## src/sv/speq_pkg.sv

```systemverilog
// Shared types and codes for the strict priority event queue.
// Depends on nothing; imported by every module of the block.
package speq_pkg;

	localparam logic MODE_PUSH = 1'b0;
	localparam logic MODE_POP  = 1'b1;

	localparam logic [1:0] ST_OK    = 2'd0;
	localparam logic [1:0] ST_FULL  = 2'd1;
	localparam logic [1:0] ST_EMPTY = 2'd2;

	typedef struct packed {
		logic        mode;
		logic [3:0]  priority_req;
		logic [63:0] payload;
	} speq_req_t;

	typedef struct packed {
		logic [1:0]  status;
		logic [63:0] popped_payload;
		logic [1:0]  popped_level;
		logic [6:0]  total_entries;
	} speq_rsp_t;

	typedef struct packed {
		logic load;
		logic exec;
		logic respond;
	} speq_cmd_t;

endpackage

```

## src/sv/speq_ctrl.sv

```systemverilog
// Controller of the strict priority event queue: sequences load, execute
// and respond steps for each item. Depends on speq_pkg.
module speq_ctrl
	import speq_pkg::*;
(
	input  logic      clk,
	input  logic      arst_n,
	input  logic      start,
	output logic      busy,
	output speq_cmd_t cmd
);

	typedef enum logic [2:0] {
		S_IDLE = 3'b001,
		S_EXEC = 3'b010,
		S_RESP = 3'b100
	} state_t;

	state_t state_q;
	state_t state_nxt;
	logic   accept;

	assign busy   = (state_q == S_EXEC);
	assign accept = start && !busy;

	always_comb begin
		state_nxt = state_q;
		case (state_q)
			S_IDLE: begin
				if (accept) state_nxt = S_EXEC;
			end
			S_EXEC: begin
				state_nxt = S_RESP;
			end
			S_RESP: begin
				state_nxt = accept ? S_EXEC : S_IDLE;
			end
			default: begin
				state_nxt = S_IDLE;
			end
		endcase
	end

	always_ff @(posedge clk or negedge arst_n) begin
		if (!arst_n) begin
			state_q <= S_IDLE;
		end else begin
			state_q <= state_nxt;
		end
	end

	assign cmd.load    = accept;
	assign cmd.exec    = (state_q == S_EXEC);
	assign cmd.respond = (state_q == S_RESP);

endmodule

```

## src/sv/speq_dp.sv

```systemverilog
// Datapath of the strict priority event queue: per-level FIFO pointers,
// fill counts, total count and the entry memory. Depends on speq_pkg.
module speq_dp
	import speq_pkg::*;
#(
	parameter int PRIORITY_LEVELS = 4,
	parameter int LEVEL_DEPTH     = 16,
	parameter int PAYLOAD_WIDTH   = 64
) (
	input  logic      clk,
	input  logic      arst_n,
	input  speq_cmd_t cmd,
	input  speq_req_t req,
	output speq_rsp_t rsp
);

	localparam int LW = (PRIORITY_LEVELS > 1) ? $clog2(PRIORITY_LEVELS) : 1;
	localparam int PW = (LEVEL_DEPTH > 1) ? $clog2(LEVEL_DEPTH) : 1;
	localparam int FW = $clog2(LEVEL_DEPTH + 1);
	localparam int SD = PRIORITY_LEVELS * LEVEL_DEPTH;
	localparam int AW = (SD > 1) ? $clog2(SD) : 1;
	localparam int TW = $clog2(SD + 1);

	speq_req_t               req_q;
	logic [PW-1:0]           head_q [PRIORITY_LEVELS];
	logic [PW-1:0]           tail_q [PRIORITY_LEVELS];
	logic [FW-1:0]           fill_q [PRIORITY_LEVELS];
	logic [TW-1:0]           total_q;
	logic [1:0]              status_q;
	logic [LW-1:0]           lvl_q;
	logic                    pop_ok_q;
	logic [PAYLOAD_WIDTH-1:0] rd_q;
	logic [PAYLOAD_WIDTH-1:0] mem [SD];

	logic [LW-1:0]           push_lvl;
	logic [LW-1:0]           pop_lvl;
	logic                    pop_found;
	logic [LW-1:0]           lvl;
	logic                    push_ok;
	logic                    pop_ok;
	logic [PW-1:0]           ptr;
	logic [PW-1:0]           ptr_inc;
	logic [AW-1:0]           addr;

	assign push_lvl = ({1'b0, req_q.priority_req} < 5'(PRIORITY_LEVELS)) ?
		req_q.priority_req[LW-1:0] : '0;

	always_comb begin
		pop_found = 1'b0;
		pop_lvl   = '0;
		for (int i = 0; i < PRIORITY_LEVELS; i++) begin
			if (fill_q[i] != '0) begin
				pop_found = 1'b1;
				pop_lvl   = LW'(i);
			end
		end
	end

	assign lvl     = (req_q.mode == MODE_POP) ? pop_lvl : push_lvl;
	assign push_ok = (req_q.mode == MODE_PUSH) && (fill_q[push_lvl] != FW'(LEVEL_DEPTH));
	assign pop_ok  = (req_q.mode == MODE_POP) && pop_found;
	assign ptr     = (req_q.mode == MODE_POP) ? head_q[lvl] : tail_q[lvl];
	assign ptr_inc = (ptr == PW'(LEVEL_DEPTH - 1)) ? '0 : ptr + PW'(1);
	assign addr    = AW'(int'(lvl) * LEVEL_DEPTH) + AW'(ptr);

	always_ff @(posedge clk) begin
		if (cmd.load) begin
			req_q <= req;
		end
	end

	always_ff @(posedge clk) begin
		if (cmd.exec && push_ok) begin
			mem[addr] <= req_q.payload[PAYLOAD_WIDTH-1:0];
		end
		if (cmd.exec && pop_ok) begin
			rd_q <= mem[addr];
		end
	end

	always_ff @(posedge clk or negedge arst_n) begin
		if (!arst_n) begin
			for (int i = 0; i < PRIORITY_LEVELS; i++) begin
				head_q[i] <= '0;
				tail_q[i] <= '0;
				fill_q[i] <= '0;
			end
			total_q  <= '0;
			status_q <= ST_OK;
			lvl_q    <= '0;
			pop_ok_q <= 1'b0;
		end else if (cmd.exec) begin
			pop_ok_q <= pop_ok;
			lvl_q    <= pop_lvl;
			if (push_ok) begin
				tail_q[lvl] <= ptr_inc;
				fill_q[lvl] <= fill_q[lvl] + FW'(1);
				total_q     <= total_q + TW'(1);
				status_q    <= ST_OK;
			end else if (pop_ok) begin
				head_q[lvl] <= ptr_inc;
				fill_q[lvl] <= fill_q[lvl] - FW'(1);
				total_q     <= total_q - TW'(1);
				status_q    <= ST_OK;
			end else begin
				status_q <= (req_q.mode == MODE_POP) ? ST_EMPTY : ST_FULL;
			end
		end
	end

	assign rsp.status         = status_q;
	assign rsp.popped_payload = pop_ok_q ? 64'(rd_q) : 64'd0;
	assign rsp.popped_level   = pop_ok_q ? 2'(lvl_q) : 2'd0;
	assign rsp.total_entries  = 7'(total_q);

endmodule

```

## src/sv/strict_priority_event_queue.sv

```systemverilog
// Strict priority event queue: one FIFO per priority level, highest first.
// Depends on speq_pkg, speq_ctrl and speq_dp.
//
// Usage:
//   Request channel: drive req and raise start; the item is taken at a
//   rising edge where start is high and busy is low. req.mode selects push
//   or pop; a push priority at or above PRIORITY_LEVELS goes to level 0.
//   Result channel: done is high for exactly one cycle, the respond state
//   after the item's execute state, with rsp valid in that cycle. Every item
//   gives one result: status, popped payload and level, and total entries
//   queued. The receiver cannot stall; a result not taken in its cycle is gone.
// Flow:
//   busy is high in the execute state, in which the level is chosen and
//   the single-port entry memory is written or read; a new item may be
//   taken during the cycle its predecessor's result shows.
// Reset:
//   arst_n clears all pointers, fill counts and the total; the queue is
//   empty afterward. The entry memory is not cleared.
module strict_priority_event_queue
	import speq_pkg::*;
#(
	parameter int PRIORITY_LEVELS = 4,
	parameter int LEVEL_DEPTH     = 16,
	parameter int PAYLOAD_WIDTH   = 64
) (
	input  logic      clk,
	input  logic      arst_n,
	input  logic      start,
	output logic      busy,
	input  speq_req_t req,
	output logic      done,
	output speq_rsp_t rsp
);

	speq_cmd_t cmd;

	speq_ctrl u_ctrl (
		.clk    (clk),
		.arst_n (arst_n),
		.start  (start),
		.busy   (busy),
		.cmd    (cmd)
	);

	speq_dp #(
		.PRIORITY_LEVELS (PRIORITY_LEVELS),
		.LEVEL_DEPTH     (LEVEL_DEPTH),
		.PAYLOAD_WIDTH   (PAYLOAD_WIDTH)
	) u_dp (
		.clk    (clk),
		.arst_n (arst_n),
		.cmd    (cmd),
		.req    (req),
		.rsp    (rsp)
	);

	assign done = cmd.respond;

endmodule

```

## config.mk

```make
export PLATFORM = sky130hd
export DESIGN_NAME = strict_priority_event_queue
export DESIGN_NICKNAME = d
export VERILOG_FILES = /design/src/sv/speq_pkg.sv /design/src/sv/speq_ctrl.sv /design/src/sv/speq_dp.sv /design/src/sv/strict_priority_event_queue.sv
export SDC_FILE = /design/constraint.sdc
export NUM_CORES = 2
export LEC_CHECK = 0
export ABC_AREA = 0
export BUFFER_PORTS_ARGS = -buffer_cell sky130_fd_sc_hd__buf_2
export CAP_MARGIN = 25
export CORE_ASPECT_RATIO = 2
export CORE_UTILIZATION = 44
export CTS_BUF_LIST = sky130_fd_sc_hd__clkbuf_16
export DETAILED_ROUTE_END_ITERATION = 8
export SLEW_MARGIN = 5
export SYNTH_ARGS = -nofsm -noshare
export SYNTH_HDL_FRONTEND = slang
export SYNTH_SLANG_ARGS = --single-unit
```

## constraint.sdc

```tcl
create_clock -name clk -period 14 [get_ports clk]
set_input_delay 0.7 -clock clk [delete_from_list [all_inputs] [get_ports clk]]
set_output_delay 0.7 -clock clk [all_outputs]
set_load 0.05 [all_outputs]
```

# [Word-level counts from Yosys, hierarchy flattened]
# Memories as Yosys holds them, arrays and structs flattened. A register that Yosys moved wholly into a read port is not among the register bits.
# Index checks and enable logic that the tools add are counted.
# W data, S select, Z words.
[totals] register_bits=136 mem_bits_rw=4096 input_bits=72 out_inout_bits=77 wordCells=101 mem_count=1
[memory_table] name="u_dp.mem" depth=64 word_bits=64 rd=1 rd_clocked_by_memory_dff=1 write_ports=1 line_no="speq_dp.sv:33" text="logic [PAYLOAD_WIDTH-1:0] mem [SD];"
[classes] n_addsub=6 n_lt_le_gt_ge=4 n_eq_ne=6 mux=45 n_bitwise=4 n_reduce_logical=15
[ops] op="$mux W64" count=1
[ops] op="$bwmux W20" count=2
[ops] op="$mux W20" count=2
[ops] op="$bwmux W16" count=2
[ops] op="$mux W4" count=7
[ops] op="$mux W5" count=5
[ops] op="$bmux W5 S2" count=2
[ops] op="$reduce_bool A5 Y1" count=4
[ops] op="$mux W2" count=9
[ops] op="$bmux W4 S2" count=2
[ops] op="$mux W7" count=2
[ops] op="$demux W5 S2" count=1
[ops] op="$pmux W3 S3" count=1
[ops] op="$demux W4 S2" count=1
[ops] op="$add A7 B1 Y7 const B" count=1
[ops] op="$mux W1" count=7
[ops] op="$sub A7 B1 Y7 const B" count=1
[ops] op="$add A6 B4 Y6" count=1
[ops] op="$ge A3 B3 Y1 const B" count=2
[ops] op="$logic_and A1 B1 Y1" count=6
[ops] op="$not A2 Y3" count=2
[ops] op="$add A5 B1 Y5 const B" count=1
[ops] op="$ne A5 B5 Y1 const B" count=1
[ops] op="$sub A5 B1 Y5 const B" count=1
[ops] op="14 further kinds" count=16

# [Logic depth before layout (Yosys ltp)]
[logic_depth] ltp_word=13 mapped_depth=17 ltp_nobuf=12

# [By module]
# A second synthesis with hierarchy kept.
[unflattened] hier_cells=8475 area_unflattened_um2=157023.1
[modules_own_cells] module="speq_dp" n_inst=1 cells_per_inst=8461 area_each_um2=156841.7 seq_area_each_um2=128593.3
[modules_own_cells] module="speq_ctrl" n_inst=1 cells_per_inst=14 area_each_um2=181.4 seq_area_each_um2=76.3

# [Worst setup path before layout]
# OpenSTA, ideal clock, no wires.
[synth_path] path_type="register to register" startpoint="register u_ctrl.state_q[0]" endpoint="register u_dp.head_q[13] (netlist bit)" setup_time_ns=0.128 arrival_ns=6.828 t_required_ns=13.872 path_slack_ns=7.044 path_stages_with_launch=5 n_path_buf=0 synth_period_minus_slack_ns=6.956 path_cell_list="dfstp_2 or3b_2 nor3_1 nand2_1 mux2_2"
[synth_via] elab_chain_cells=2
[synth_lines] element="start: declaration" line_no="speq_ctrl.sv:19" text="state_t state_q;"
[synth_lines] element="start signal: assignment" line_no="speq_ctrl.sv:48" text="state_q <= state_nxt;"
[synth_lines] element="$eq A3 B2 Y1" line_no="speq_ctrl.sv:53" text="assign cmd.exec = (state_q == S_EXEC);"
[synth_lines] element="$reduce_and A3 Y1 (no source line)"
[synth_lines] element="end signal: indexed assignment" line_no="speq_dp.sv:101" text="head_q[lvl] <= ptr_inc;"
[synth_lines] element="end: declaration" line_no="speq_dp.sv:25" text="logic [PW-1:0] head_q [PRIORITY_LEVELS];"
# No other way between the ends.
# A chain may end at the register's enable or synchronous reset.

# [Final worst setup path]
[layout_path] startpoint="register u_dp.req_q[68] (netlist bit)" endpoint="memory u_dp.mem[2][27], enable pin"
[layout_via] elab_chain_cells=7 elab_cells_between_ends=15 cone_classes="add/sub: 1; mux: 10; bitwise: 2; reduce/logical: 2"
[layout_lines] element="start: declaration" line_no="speq_dp.sv:24" text="speq_req_t req_q;"
[layout_lines] element="start signal: assignment" line_no="speq_dp.sv:68" text="req_q <= req;"
[layout_lines] element="$mux W2" line_no="speq_dp.sv:59" text="assign lvl = (req_q.mode == MODE_POP) ? pop_lvl : push_lvl;"
[layout_lines] element="$not A2 Y3 (not written as such)" line_no="speq_dp.sv:62" text="assign ptr = (req_q.mode == MODE_POP) ? head_q[lvl] : tail_q[lvl];"
[layout_lines] element="$bmux W4 S2" line_no="speq_dp.sv:62"
[layout_lines] element="$mux W4 (not written as such) (2 in series)" line_no="speq_dp.sv:62"
[layout_lines] element="$mux W4" line_no="speq_dp.sv:62"
[layout_lines] element="$add A6 B4 Y6" line_no="speq_dp.sv:64" text="assign addr = AW'(int'(lvl) * LEVEL_DEPTH) + AW'(ptr);"
[layout_lines] element="end: declaration" line_no="speq_dp.sv:33"
# Parallel ways exist; a longest one is shown, timed or not. The select of a mux whose other input is x is not followed.

==> flow_metrics.py <==
metrics = {
    "critical_path": {
        "start_kind": "register",
        "reg2reg_from": "u_dp.req_q[68]",
        "path_class": "reg -> reg",
        "end_kind": "register",
        "crit_required_ns": 14.57,
        "arrival_ns": 7.74,
        "r2r-end": "u_dp.mem[2][27]",
        "cp_max_fo": 165,
        "ff2ff_setup_slack_ns": 6.83,
        "rr_worst_depth": 12,
    },
    "worst_hold_path": {
        "whs_path_depth": 2,
        "hp-class": "in -> reg",
        "min_from": "req[14]",
        "hold_end": "u_dp.req_q[14]",
    },
    "power_and_ir_drop": {
        "comb_power_share": 0.299,
        "switching_share": 0.351,
        "pwr-share-seq": 0.406,
        "ir_drop_mv": 0.212,
        "p_sw_mw": 12.8,
        "power.internal_mw": 23.6,
        "power_leakage_nw": 60.8,
        "power_frac_clock": 0.296,
        "power-per-cell-area_mw_per_mm2": 193,
    },
    "route": {
        "viasPerCell": 6.61,
        "drtIter0Drc": 14554,
        "first_pass_iters": 9,
        "wire_per_inst_um": 37.7,
        "route.detailed.drc": 10,
        "via_count": 105608,
        "ant_nets": 0,
        "drt-total-wl_mm": 602,
    },
    "sta": {
        "rsz0062_at_grt": "false",
        "hold_viol": 0,
        "fin_ws_ns": 6.83,
        "fin_crit_sh": 0.512,
        "setup_tns_ns": 0,
        "setup_viol": 0,
        "min_period_ns": 7.17,
        "tightestPinTransition_ns": 1.53,
        "clock_skew_ns": 0.0619,
        "maxSlewViolCount": 26,
        "timing.fmax_ghz": 0.139,
        "max-slew-margin-rel": -0.0173,
    },
    "synthesis": {
        "ys_seq_area_frac": 0.769,
        "synth_edf_count": 4229,
        "synth_common_cells": "edfxtp_1, nand2_1, nand3_1",
        "ys_types": 94,
        "synthTopCellsByArea": "edfxtp_1, mux2_2, nand2_1",
        "ys.flop_type": "edfxtp_1",
        "avgSynthCellArea_um2": 16.0,
        "synth.area.mux_share": 0.0376,
        "synth_seq_cells": 4296,
        "synth_fp_nets": 10532,
        "synthAdderAreaFrac": 0.000299,
        "synth_area_leader_cell": "edfxtp_1",
        "ys_warn_count": 0,
        "synth_top_family_by_area": "compound AO/OA/AOI/OAI gates",
        "synth_compound_area_frac": 0.102,
        "async_reset_ff_frac": 0.0156,
        "synth-xor-area-share": 0.000681,
        "synthCells": 10456,
        "synthMostInstantiatedCell": "edfxtp_1",
        "synthSimpleGateAreaFrac": 0.0701,
        "syn_area_mm2": 0.167,
        "synth.top_cell.area_share": 0.759,
    },
    "floorplanning": {
        "rows": 319,
        "fp.dieH_um": 874,
        "die_area_mm2": 0.383,
        "dieWidth_um": 438,
        "coreArea_mm2": 0.378,
        "io_pins": 149,
        "start_util": 0.443,
    },
    "status": {
        "status": "finished, violations left",
        "violations": "design-rule violations, max-slew violations",
    },
    "clock_tree": {
        "cts_setup_buffers": 0,
        "numCtsBuffers": 375,
        "cts_tree": "built",
        "cts.clk_slew.worst_paths_ns": 0.07,
        "clk_path_buf_depth": 4,
        "cts-root-buf": "clkbuf_16",
        "clock-sinks": 4296,
        "cts_resized": 0,
        "htreeDepth": 5,
        "clock_latency_ns": 0.97,
    },
    "global_route": {
        "grt.total_usage": 0.306,
        "grt_first_pass_wirelength_mm": 818,
        "antenna_found_initial": 28,
        "grt_max_degree": 166,
        "overflow": 0,
        "grt_pass1_vias": 103657,
    },
    "placed_design": {
        "io_buffers": 148,
        "dpl_worst_slack_ns": 7.43,
        "place.gp.congestion": 0.885,
        "dp_hpwl_mm": 340,
    },
    "job": {
        "drv_cap": 0,
    },
    "cells_and_area": {
        "area_delta_synth_final_pct": 12.6,
        "drive_gt1_frac": 0.145,
        "fin_nets": 10754,
        "fill_cells": 31233,
    },
}
flip-flops by register name, summed over array words and instances (netlist names), named ones only:
register        flops
u_dp.head_q        16
u_dp.tail_q        16
u_dp.fill_q        16
u_dp.pop_ok_q       1
u_dp.rd_q          64
u_dp.status_q       2
u_dp.lvl_q          2
u_dp.req_q         69
u_dp.mem         4096
u_ctrl.state_q      3
u_dp.total_q        7
final cells by class:
| class | instances | area, um2 | area share |
|---|---|---|---|
| flip-flops and latches | 4296 | 129000 | 0.683 |
| multi-input cells | 5341 | 36100 | 0.192 |
| clock buffers | 383 | 9580 | 0.0509 |
| well taps | 4975 | 6220 | 0.0330 |
| repair buffers | 621 | 4750 | 0.0252 |
| clock inverters | 302 | 2830 | 0.0150 |
| inverters | 43 | 176 | 0.000936 |
| diodes | 26 | 65.1 | 0.000345 |
routing by layer:
layer  part of all wire  GRT usage  wire (um)  vias up
li1                   -          -          -    42395
met1               0.33      0.343     197000    54435
met2               0.50      0.526     300000     6828
met3              0.088     0.0491      52800     1942
met4              0.086      0.226      52000        8
met5           0.000086          0         52        -
kinds of logic after synthesis:
group                    count (synthesis)
AND/OR/NAND/NOR                       2277
AO/OA/AOI/OAI                         2483
XOR/XNOR                                13
buffers and inverters                  819
flip-flops                            4296
adder cells (fa/ha/maj)                  4
multiplexers                           564
what timing repair did:
action | CTS | global route
hold buffers | 71 | 0
endpoints found under the setup margin | 0 | 0
hold endpoints to repair | 136 | 0
placed cells by master, fill, tap and decap left out, drive strengths merged, types with 332 or more instances in the layout:
cell type / synthesis / final
edfxtp: 4229 / 4229
buf: 310 / 548
clkbuf: 466 / 385
o21ai: 480 / 480
mux2: 332 / 332
a22oi: 399 / 399
a21oi: 410 / 410
nand2: 824 / 824
and3: 345 / 345
nand3: 559 / 559
worst max-delay path, cell delays in order (launching register included):
cell,delay (ns)
edfxtp_1,0.97
nor3b_1,0.27
o211ai_1,0.15
and4_4,0.33
nor2_8,0.17
inv_8,0.16
buf_12,0.32
nor2_1,0.34
buf_4,0.40
nand2_1,0.63
nor2_4,0.95
buf_4,0.58
buf_4,0.65
stage by stage:
step | total power [mW] | util | instance area (um2) | std cells | hold slack, ns
CTS | 36.3 | 0.498 | 188000 | 15958 | 0.388
detailed placement | 25.7 | 0.464 | 175000 | 15202 | 0.458
floorplan | 21.4 | - | 167000 | 10456 | 0.404
global placement | 25.5 | 0.463 | 175000 | 15181 | 0.447
finish | 36.4 | 0.499 | 188000 | 15987 | 0.446
global route | 37.2 | 0.499 | 188000 | 15976 | 0.449
worst max-delay path by stage:
| stage | from | endpoint | slack [ns] | cells past startpoint |
|---|---|---|---|---|
| 2_1_floorplan | u_ctrl.state_q[0] | u_dp.head_q[13] | 7.04 | 4 |
| 3_3_place_gp | u_dp.fill_q[11] | u_dp.rd_q[43] | 7.33 | 13 |
| 3_5_place_dp | u_dp.req_q[68] | u_dp.mem[2][47] | 7.43 | 12 |
| 4_1_cts | u_dp.req_q[68] | u_dp.rd_q[56] | 7.35 | 13 |
| 5_1_grt | u_dp.req_q[68] | u_dp.mem[2][44] | 6.96 | 12 |
| 6_report | u_dp.req_q[68] | u_dp.mem[2][27] | 6.83 | 12 |
power by group through the flow:
stage                     registers [mW]  logic (mW)  clock network, mW
after floorplan                     15.2        6.26                  0
after global placement              15.0        10.5                  0
after detailed placement            15.0        10.6                  0
after CTS                           14.8        10.7               10.8
after global routing                14.8        11.2               11.2
final                               14.8        10.9               10.8
Note: power is estimated with default switching activity, not from simulation.
